===== src/hw/rtl/bis_pkg.sv =====
// Shared constants, types and the two-bit restoring divide step for the bilinear scaler.
// Depends on nothing; every other file of the block refers to it by scoped names.
`default_nettype none

package bis_pkg;

   localparam int MAX_SRC_WIDTH  = 256;
   localparam int MAX_SRC_HEIGHT = 256;
   localparam int MAX_DST_DIM    = 4096;

   localparam int CHANNEL_BITS = 8;
   localparam int NUM_CHANNELS = 4;
   localparam int WORD_BITS    = CHANNEL_BITS * NUM_CHANNELS;
   localparam int CHAN_CNT_BITS = 3;

   localparam int COORD_BITS = 12;
   localparam int COL_BITS   = $clog2(MAX_SRC_WIDTH);
   localparam int ROW_BITS   = $clog2(MAX_SRC_HEIGHT);
   localparam int DIM_BITS   = $clog2(MAX_DST_DIM);

   // four banks split by column and row parity, so the 2x2 neighborhood hits each once
   localparam int NUM_BANKS      = 4;
   localparam int BANK_SEL_BITS  = 2;
   localparam int BANK_ADDR_BITS = COL_BITS + ROW_BITS - 2;
   localparam int BANK_DEPTH     = 2 ** BANK_ADDR_BITS;

   localparam int PROD_BITS   = COORD_BITS + COL_BITS;
   localparam int WEIGHT_BITS = 2 * DIM_BITS;
   localparam int REM_BITS    = WEIGHT_BITS + CHANNEL_BITS;
   localparam int QUOT_BITS   = 8;
   localparam int DIV_STAGES  = QUOT_BITS / 2;

   localparam int CSR_INDEX_BITS = 3;
   localparam int CSR_DATA_BITS  = 13;

   // pipeline stage numbers
   localparam int STG_IN     = 0;
   localparam int STG_MAP    = 1;
   localparam int STG_COORD  = STG_MAP + DIV_STAGES;
   localparam int STG_FETCH  = STG_COORD + 1;
   localparam int STG_MUL    = STG_FETCH + 1;
   localparam int STG_SUM    = STG_MUL + 1;
   localparam int STG_QUOT   = STG_SUM + DIV_STAGES;
   localparam int STG_OUT    = STG_QUOT + 1;
   localparam int NUM_STAGES = STG_OUT + 1;

   localparam logic OP_WRITE   = 1'b0;
   localparam logic OP_COMPUTE = 1'b1;

   localparam logic [CSR_INDEX_BITS-1:0] CSR_SRC_WIDTH  = 3'd0;
   localparam logic [CSR_INDEX_BITS-1:0] CSR_SRC_HEIGHT = 3'd1;
   localparam logic [CSR_INDEX_BITS-1:0] CSR_DST_WIDTH  = 3'd2;
   localparam logic [CSR_INDEX_BITS-1:0] CSR_DST_HEIGHT = 3'd3;
   localparam logic [CSR_INDEX_BITS-1:0] CSR_CHANNELS   = 3'd4;

   // clamped sizes; sw, sh, dw and dh are each held as size minus one
   typedef struct packed {
      logic [COL_BITS-1:0]      sw;
      logic [ROW_BITS-1:0]      sh;
      logic [DIM_BITS-1:0]      dw;
      logic [DIM_BITS-1:0]      dh;
      logic [CHAN_CNT_BITS-1:0] chans;
      logic [WEIGHT_BITS-1:0]   den;
   } cfg_type;

   typedef struct packed {
      logic [1:0]          q;
      logic [REM_BITS-1:0] rem;
   } div_pair_type;

   // two restoring steps, quotient bits top and top-1
   function automatic div_pair_type div_pair(input logic [REM_BITS-1:0]    rem,
                                             input logic [WEIGHT_BITS-1:0] dvs,
                                             input logic [2:0]             top);
      div_pair_type        res;
      logic [REM_BITS-1:0] r;
      logic [REM_BITS-1:0] d;
      r = rem;
      d = REM_BITS'(dvs) << top;
      res.q[1] = (r >= d);
      if (res.q[1]) begin
         r = r - d;
      end
      d = REM_BITS'(dvs) << (top - 3'd1);
      res.q[0] = (r >= d);
      if (res.q[0]) begin
         r = r - d;
      end
      res.rem = r;
      return res;
   endfunction

endpackage

`default_nettype wire


===== src/hw/rtl/bis_map.sv =====
// Coordinate mapping: destination to source position and remainder, pipelined divide.
// Depends on bis_pkg for widths, stage numbers and the divide step.
`default_nettype none

module bis_map (
   input  wire logic                             clock,
   input  wire logic [bis_pkg::NUM_STAGES-1:0]   ld,
   input  wire bis_pkg::cfg_type                 cfg,
   input  wire logic                             op,
   input  wire logic [bis_pkg::COORD_BITS-1:0]   col,
   input  wire logic [bis_pkg::COORD_BITS-1:0]   row,
   input  wire logic [bis_pkg::WORD_BITS-1:0]    data,
   output logic                                  op_out,
   output logic                                  oor_out,
   output logic                                  wok_out,
   output logic [bis_pkg::COL_BITS-1:0]          wcol_out,
   output logic [bis_pkg::ROW_BITS-1:0]          wrow_out,
   output logic [bis_pkg::WORD_BITS-1:0]         data_out,
   output logic [bis_pkg::QUOT_BITS-1:0]         x_out,
   output logic [bis_pkg::DIM_BITS-1:0]          rx_out,
   output logic [bis_pkg::QUOT_BITS-1:0]         y_out,
   output logic [bis_pkg::DIM_BITS-1:0]          ry_out
);

   localparam int N = bis_pkg::DIV_STAGES + 1;

   logic                               op_ff   [N];
   logic                               oor_ff  [N];
   logic                               wok_ff  [N];
   logic [bis_pkg::COL_BITS-1:0]       wcol_ff [N];
   logic [bis_pkg::ROW_BITS-1:0]       wrow_ff [N];
   logic [bis_pkg::WORD_BITS-1:0]      data_ff [N];
   logic [bis_pkg::REM_BITS-1:0]       remx_ff [N];
   logic [bis_pkg::QUOT_BITS-1:0]      qx_ff   [N];
   logic [bis_pkg::REM_BITS-1:0]       remy_ff [N];
   logic [bis_pkg::QUOT_BITS-1:0]      qy_ff   [N];

   // form the numerators col*sw and row*sh, flag range errors
   always_ff @(posedge clock) begin
      if (ld[bis_pkg::STG_MAP]) begin
         op_ff[0]   <= op;
         oor_ff[0]  <= (col > cfg.dw) || (row > cfg.dh);
         wok_ff[0]  <= (col[bis_pkg::COORD_BITS-1:bis_pkg::COL_BITS] == '0) &&
                       (row[bis_pkg::COORD_BITS-1:bis_pkg::ROW_BITS] == '0);
         wcol_ff[0] <= col[bis_pkg::COL_BITS-1:0];
         wrow_ff[0] <= row[bis_pkg::ROW_BITS-1:0];
         data_ff[0] <= data;
         remx_ff[0] <= bis_pkg::REM_BITS'(bis_pkg::PROD_BITS'(col) *
                                          bis_pkg::PROD_BITS'(cfg.sw));
         remy_ff[0] <= bis_pkg::REM_BITS'(bis_pkg::PROD_BITS'(row) *
                                          bis_pkg::PROD_BITS'(cfg.sh));
         qx_ff[0]   <= '0;
         qy_ff[0]   <= '0;
      end
   end

   for (genvar j = 1; j < N; j++) begin : g_div
      bis_pkg::div_pair_type dx;
      bis_pkg::div_pair_type dy;

      assign dx = bis_pkg::div_pair(remx_ff[j-1], bis_pkg::WEIGHT_BITS'(cfg.dw),
                                    3'(bis_pkg::QUOT_BITS + 1 - 2 * j));
      assign dy = bis_pkg::div_pair(remy_ff[j-1], bis_pkg::WEIGHT_BITS'(cfg.dh),
                                    3'(bis_pkg::QUOT_BITS + 1 - 2 * j));

      always_ff @(posedge clock) begin
         if (ld[bis_pkg::STG_MAP + j]) begin
            op_ff[j]   <= op_ff[j-1];
            oor_ff[j]  <= oor_ff[j-1];
            wok_ff[j]  <= wok_ff[j-1];
            wcol_ff[j] <= wcol_ff[j-1];
            wrow_ff[j] <= wrow_ff[j-1];
            data_ff[j] <= data_ff[j-1];
            remx_ff[j] <= dx.rem;
            remy_ff[j] <= dy.rem;
            qx_ff[j]   <= {qx_ff[j-1][bis_pkg::QUOT_BITS-3:0], dx.q};
            qy_ff[j]   <= {qy_ff[j-1][bis_pkg::QUOT_BITS-3:0], dy.q};
         end
      end
   end

   assign op_out   = op_ff[N-1];
   assign oor_out  = oor_ff[N-1];
   assign wok_out  = wok_ff[N-1];
   assign wcol_out = wcol_ff[N-1];
   assign wrow_out = wrow_ff[N-1];
   assign data_out = data_ff[N-1];
   assign x_out    = qx_ff[N-1];
   assign y_out    = qy_ff[N-1];
   assign rx_out   = remx_ff[N-1][bis_pkg::DIM_BITS-1:0];
   assign ry_out   = remy_ff[N-1][bis_pkg::DIM_BITS-1:0];

endmodule

`default_nettype wire


===== config.mk =====
export PLATFORM = sky130hd
export DESIGN_NAME = bis_map
export DESIGN_NICKNAME = d
export VERILOG_FILES = /design/src/hw/rtl/bis_pkg.sv /design/src/hw/rtl/bis_map.sv
export SDC_FILE = /design/constraint.sdc
export NUM_CORES = 2
export LEC_CHECK = 0
export BUFFER_PORTS_ARGS = -buffer_cell sky130_fd_sc_hd__buf_2
export CORE_MARGIN = 1
export CORE_UTILIZATION = 40
export CTS_CLUSTER_DIAMETER = 40
export CTS_CLUSTER_SIZE = 14
export DETAILED_ROUTE_END_ITERATION = 7
export GPL_TIMING_DRIVEN = 0
export SLEW_MARGIN = 20
export SYNTH_ARGS = -nofsm -noshare
export SYNTH_HDL_FRONTEND = slang
export SYNTH_SLANG_ARGS = --single-unit

===== constraint.sdc =====
create_clock -name clock -period 8.7 [get_ports clock]
set_clock_uncertainty 0.1 [all_clocks]
set_input_delay 0.87 -clock clock [delete_from_list [all_inputs] [get_ports clock]]
set_output_delay 0.87 -clock clock [all_outputs]
set_load 0.02 [all_outputs]

# After elaboration in Yosys (flattened, before gate mapping)
# Memory sizes are Yosys's and may differ from the RTL's.
# Index checks and enable logic that the tools add are counted.
totals:
  memories: 10
  ramBits: 655
  regBits: 0
classes:
  n_addsub: 16
  mul: 2
  muxes: 26
  magnitude_cmp: 18
  reduce_logical: 4
mem_list:
  columns: ["memory", "words", "width", "rd", "rd_clocked_by_memory_dff", "write_ports", "line_no", "text"]
  rows:
  - ["data_ff", 5, 32, 5, 0, 5, "bis_map.sv:32", "logic [bis_pkg::WORD_BITS-1:0] data_ff [N];"]
  - ["remx_ff", 5, 32, 5, 0, 5, "bis_map.sv:33", "logic [bis_pkg::REM_BITS-1:0] remx_ff [N];"]
  - ["remy_ff", 5, 32, 5, 0, 5, "bis_map.sv:35", "logic [bis_pkg::REM_BITS-1:0] remy_ff [N];"]
  - ["qx_ff", 5, 8, 5, 0, 5, "bis_map.sv:34", "logic [bis_pkg::QUOT_BITS-1:0] qx_ff [N];"]
  - ["qy_ff", 5, 8, 5, 0, 5, "bis_map.sv:36", "logic [bis_pkg::QUOT_BITS-1:0] qy_ff [N];"]
  - ["wcol_ff", 5, 8, 5, 0, 5, "bis_map.sv:30", "logic [bis_pkg::COL_BITS-1:0] wcol_ff [N];"]
  - ["4 more memories", null, null, null, null, null, null, null]
op_table:
  columns: ["cell", "count"]
  rows:
  - ["32-bit 2-to-1 mux", 16]
  - ["32-bit by 12-bit greater-or-equal comparator with 1-bit output", 2]
  - ["32-bit by 13-bit greater-or-equal comparator with 1-bit output", 2]
  - ["32-bit by 14-bit greater-or-equal comparator with 1-bit output", 2]
  - ["32-bit by 15-bit greater-or-equal comparator with 1-bit output", 2]
  - ["32-bit by 16-bit greater-or-equal comparator with 1-bit output", 2]
  - ["32-bit by 17-bit greater-or-equal comparator with 1-bit output", 2]
  - ["32-bit by 18-bit greater-or-equal comparator with 1-bit output", 2]
  - ["32-bit by 19-bit greater-or-equal comparator with 1-bit output", 2]
  - ["32-bit by 12-bit subtractor with 32-bit output", 2]
  - ["32-bit by 13-bit subtractor with 32-bit output", 2]
  - ["32-bit by 14-bit subtractor with 32-bit output", 2]
  - ["32-bit by 15-bit subtractor with 32-bit output", 2]
  - ["32-bit by 16-bit subtractor with 32-bit output", 2]
  - ["32-bit by 17-bit subtractor with 32-bit output", 2]
  - ["32-bit by 18-bit subtractor with 32-bit output", 2]
  - ["32-bit by 19-bit subtractor with 32-bit output", 2]
  - ["12-bit by 8-bit multiplier with 20-bit output", 2]
  - ["12-bit greater-than comparator", 2]
  - ["1-bit 2-to-1 mux", 10]
  - ["4-bit logical NOT", 2]
  - ["1-bit logical AND", 1]
  - ["1-bit logical OR", 1]

# Longest topological paths before layout
depth:
  ltp_word: 4
  ltp_mapped: 27
  ltp_nobuf: 25

# Worst setup path after synthesis
# Ideal clock, no wire load.
synth_timing:
  path_kind: "input to register"
  startpoint: "input cfg[40] (netlist bit)"
  endpoint: "memory remx_ff[0][46] (netlist bit), data pin"
  cell_stages: 25
  slack_ns: 1.342
  arrival_time_ns: 6.999
  required_time_ns: 8.340
  path_buffers: 3
  cell_sequence: "inv_1 > ha_1 > nor2b_1 > o21ai_0 > a21boi_0 > o21a_1 > o21ai_0 > a21oi_1 > o21ai_0 > and2_1 > clkbuf_1 > mux2_2 > ha_1 > nand2_1 > nand2_1 > a21oi_1 > o21ai_0 > a21o_1 > a21oi_1 > o21ai_0 > o41ai_1 > or4b_2 > clkbuf_1 > buf_2 > mux2_2"
synth_rtl:
  columns: ["item", "line_no", "text"]
  rows:
  - ["from (decl)", "bis_map.sv:8", "input wire bis_pkg::cfg_type cfg,"]
  - ["to (decl)", "bis_map.sv:33", null]

==> flow_summary_export.csv <==
group,metric,value,unit
outcome,status,"complete, no violations",
die,die_h,311,um
synth,synthFlopType,"edfxtp_1",
drt,wirelength,88200,um
die,num_io_pins,230,
sta,max_slew_margin,0.401,
die,rows,112,
drt,drcViolationCount,0,
finish,layout.cells.non_filler,5178,
min_path,hold_path_class,"input port to flip-flop",
setup_path,cp.arrival,8.33,ns
finish,final_cell_mix,"edfxtp_1 (551), nand2_1 (307), ha_1 (296)",
placed_design,dp_hpwl,68100,um
setup_path,r2r_start,"remx_ff[0][8]$_DFFE_PP_",
placed_design,placed_cells,5021,
sta,post-route-period-util,0.925,
min_path,min_from,"data[18]",
grt,grt_pass1_vias,26473,
grt,grt_pass1_wl,140000,um
synth,synth_area_per_cell,10.7,um^2
drt,vias_per_cell,5.22,
grt,grt_overflow,0,
synth,ys_seq_elements,551,
grt,track_usage,0.181,
cts,cts_tree,"built",
cts,cts-root-buf,"clkbuf_16",
grt,grt_max_degree,93,
finish,antennaDiodeCount,0,
synth,synth_area_leaders,"edfxtp_1 (43%), ha_1 (9.7%), fa_1 (7.1%)",
drt,first_pass_iters,5,
drt,drt_iter0_drc,1638,
synth,synth_top_area_share,0.434,
synth,yosysSeqAreaShare,0.434,
synth,synth_area,38100,um^2
sta,final-setup-viol-count,0,
finish,final_common_cell,"edfxtp_1",
setup_path,crit_fanout,15,
sta,worstMarginPinSlew,0.898,ns
cts,post_cts_buffers,0,
sta,post-route-worst-setup-slack,0.656,ns
placed_design,routabilityCongestion,0.898,
synth,netlist_instances,3569,
die,core_area,93900,um^2
sta,setup_tns,0,ns
sta,min_period,8.04,ns
setup_path,crit_type,"input port to flip-flop",
cts,clock-sinks,551,
finish,post-route-util,0.467,
cts,cts-resized-gates,0,
placed_design,place_ws,0.0362,ns
sta,hold_viol,0,
grt,antenna_found_initial,3,
setup_path,startpoint,"cfg[40]",
drt,ant_nets,0,
cts,cts_made_buffers,84,
synth,synth_edf_count,551,
placed_design,io_buffers,193,
finish,drive_gt1_frac,0.128,
cts,worstSkewPairLatency,0.63,ns
setup_path,critPathRequiredTime,8.99,ns
die,die_w,311,um
cts,clockBufferDepth,3,
cts,cts_max_level,3,
power,peakVddDrop,0.159,mV
synth,synthArstFlopShare,0,
power,p_per_area,373,nW/um^2
synth,netlist.top_cell.by_area,"edfxtp_1",
power,leakage,17.4,nW
synth,syn-num-nets,4140,
cts,hold_buffers,0,
setup_path,cp-end-kind,"flip-flop",
die,start_util,0.406,
finish,nets,4424,
die,die_area,96500,um^2
synth,ys.warnings.count,0,
sta,max_freq,124,MHz
finish,area_delta_synth_final,15.0,%
cts,clk_pin_slew_worst_paths,0.06,ns
run,maxCapViolations,0,
synth,yosysUniqueCellTypes,85,
drt,route.detailed.wl_per_inst,17.0,um
sta,maxSlewViolCount,0,
sta,rsz0062_at_grt,"false",
setup_path,startpoint_type,"input port",
drt,vias,27040,
where the power goes:
part / internal [W] / switching (W)
Combinational: 0.00374 / 0.00479
Sequential: 0.00401 / 0.000389
Clock: 0.00209 / 0.00134
state kept, by name, indices dropped and copies added (netlist names):
register,count
wok_ff,5
oor_ff,5
remy_ff,128
op_ff,5
wcol_ff,40
qy_ff,20
wrow_ff,40
qx_ff,20
data_ff,160
remx_ff,128
final timing paths:
check | to | slack (ns) | cells after the start
setup reg to reg | remx_ff[0][46]$_DFFE_PP_ | 1.32 | 24
hold reg to reg | data_ff[1][10]$_DFFE_PP_ | 0.30 | 0
hold / removal | data_ff[0][18]$_DFFE_PP_ | 0.28 | 1
setup / recovery | remx_ff[0][46]$_DFFE_PP_ | 0.66 | 26
area by class of cell:
class,instances,area [um^2]
Fill cell,8791,50100
Multi-Input combinational cell,2619,19900
Sequential cell,551,16500
Clock buffer,90,2120
Tap cell,1254,1570
Timing Repair Buffer,198,1140
Inverter,278,1040
Clock inverter,67,857
Buffer,121,658
cell usage after synthesis (53+ instances only):
cell and number:
a21oi_1 196, nand3_1 68, ha_1 296, and2_1 122, xor2_1 86, edfxtp_1 551, nor2_1 221, o21ai_0 178
a21o_1 71, mux2_2 53, fa_1 136, nor3_1 83, xnor2_1 176, clkbuf_1 61, inv_1 274, nand4_1 56
nand2_1 307
kinds of logic (layout without fill, tap and decap cells):
group / count (synthesis) / after routing / synth area share
adders and majority gates: 432 / 432 / 0.169
DFF: 551 / 551 / 0.434
AOI/OAI and AO/OA: 707 / 707 / 0.119
xor gates and xnor gates: 262 / 262 / 0.0602
buffers and inverters: 399 / 754 / 0.0446
and+or+nand+nor: 1149 / 1149 / 0.154
muxes: 69 / 69 / 0.0199
critical path: stages:
cell and delay [ns]:
buf_2 0.17, inv_1 0.67, ha_1 0.37, nor2b_1 0.13, o21ai_0 0.22, a21boi_0 0.16
o21a_1 0.20, o21ai_0 0.30, a21oi_1 0.15, o21ai_0 0.47, and2_1 0.28, clkbuf_1 0.37
mux2_2 0.41, ha_1 0.34, nand2_1 0.08, nand2_1 0.05, a21oi_1 0.21, o21ai_0 0.11
a21o_1 0.21, a21oi_1 0.21, o21ai_0 0.24, o41ai_2 0.79, or4b_2 0.63, clkbuf_1 0.17
buf_2 0.21, mux2_2 0.31
layer usage:
layer | vias to the layer above | GRT usage | routed length [um]
met1 | 12851 | 0.250 | 41900
met2 | 516 | 0.294 | 40700
met5 | - | 0 | 0
met4 | 0 | 0.0507 | 2090
li1 | 13539 | - | -
met3 | 134 | 0.0267 | 3420
metrics by stage:
| stage | hold slack [ns] | total power (W) | cell area, um^2 |
|---|---|---|---|
| after floorplan | 0.300 | 0.0111 | 38100 |
| after global placement | 0.300 | 0.0128 | 40700 |
| after detailed placement | 0.305 | 0.0129 | 40800 |
| after CTS | 0.231 | 0.0164 | 43800 |
| after global routing | 0.242 | 0.0177 | 43800 |
| final | 0.283 | 0.0164 | 43800 |
No activity file was read; power rests on OpenSTA's default activity.
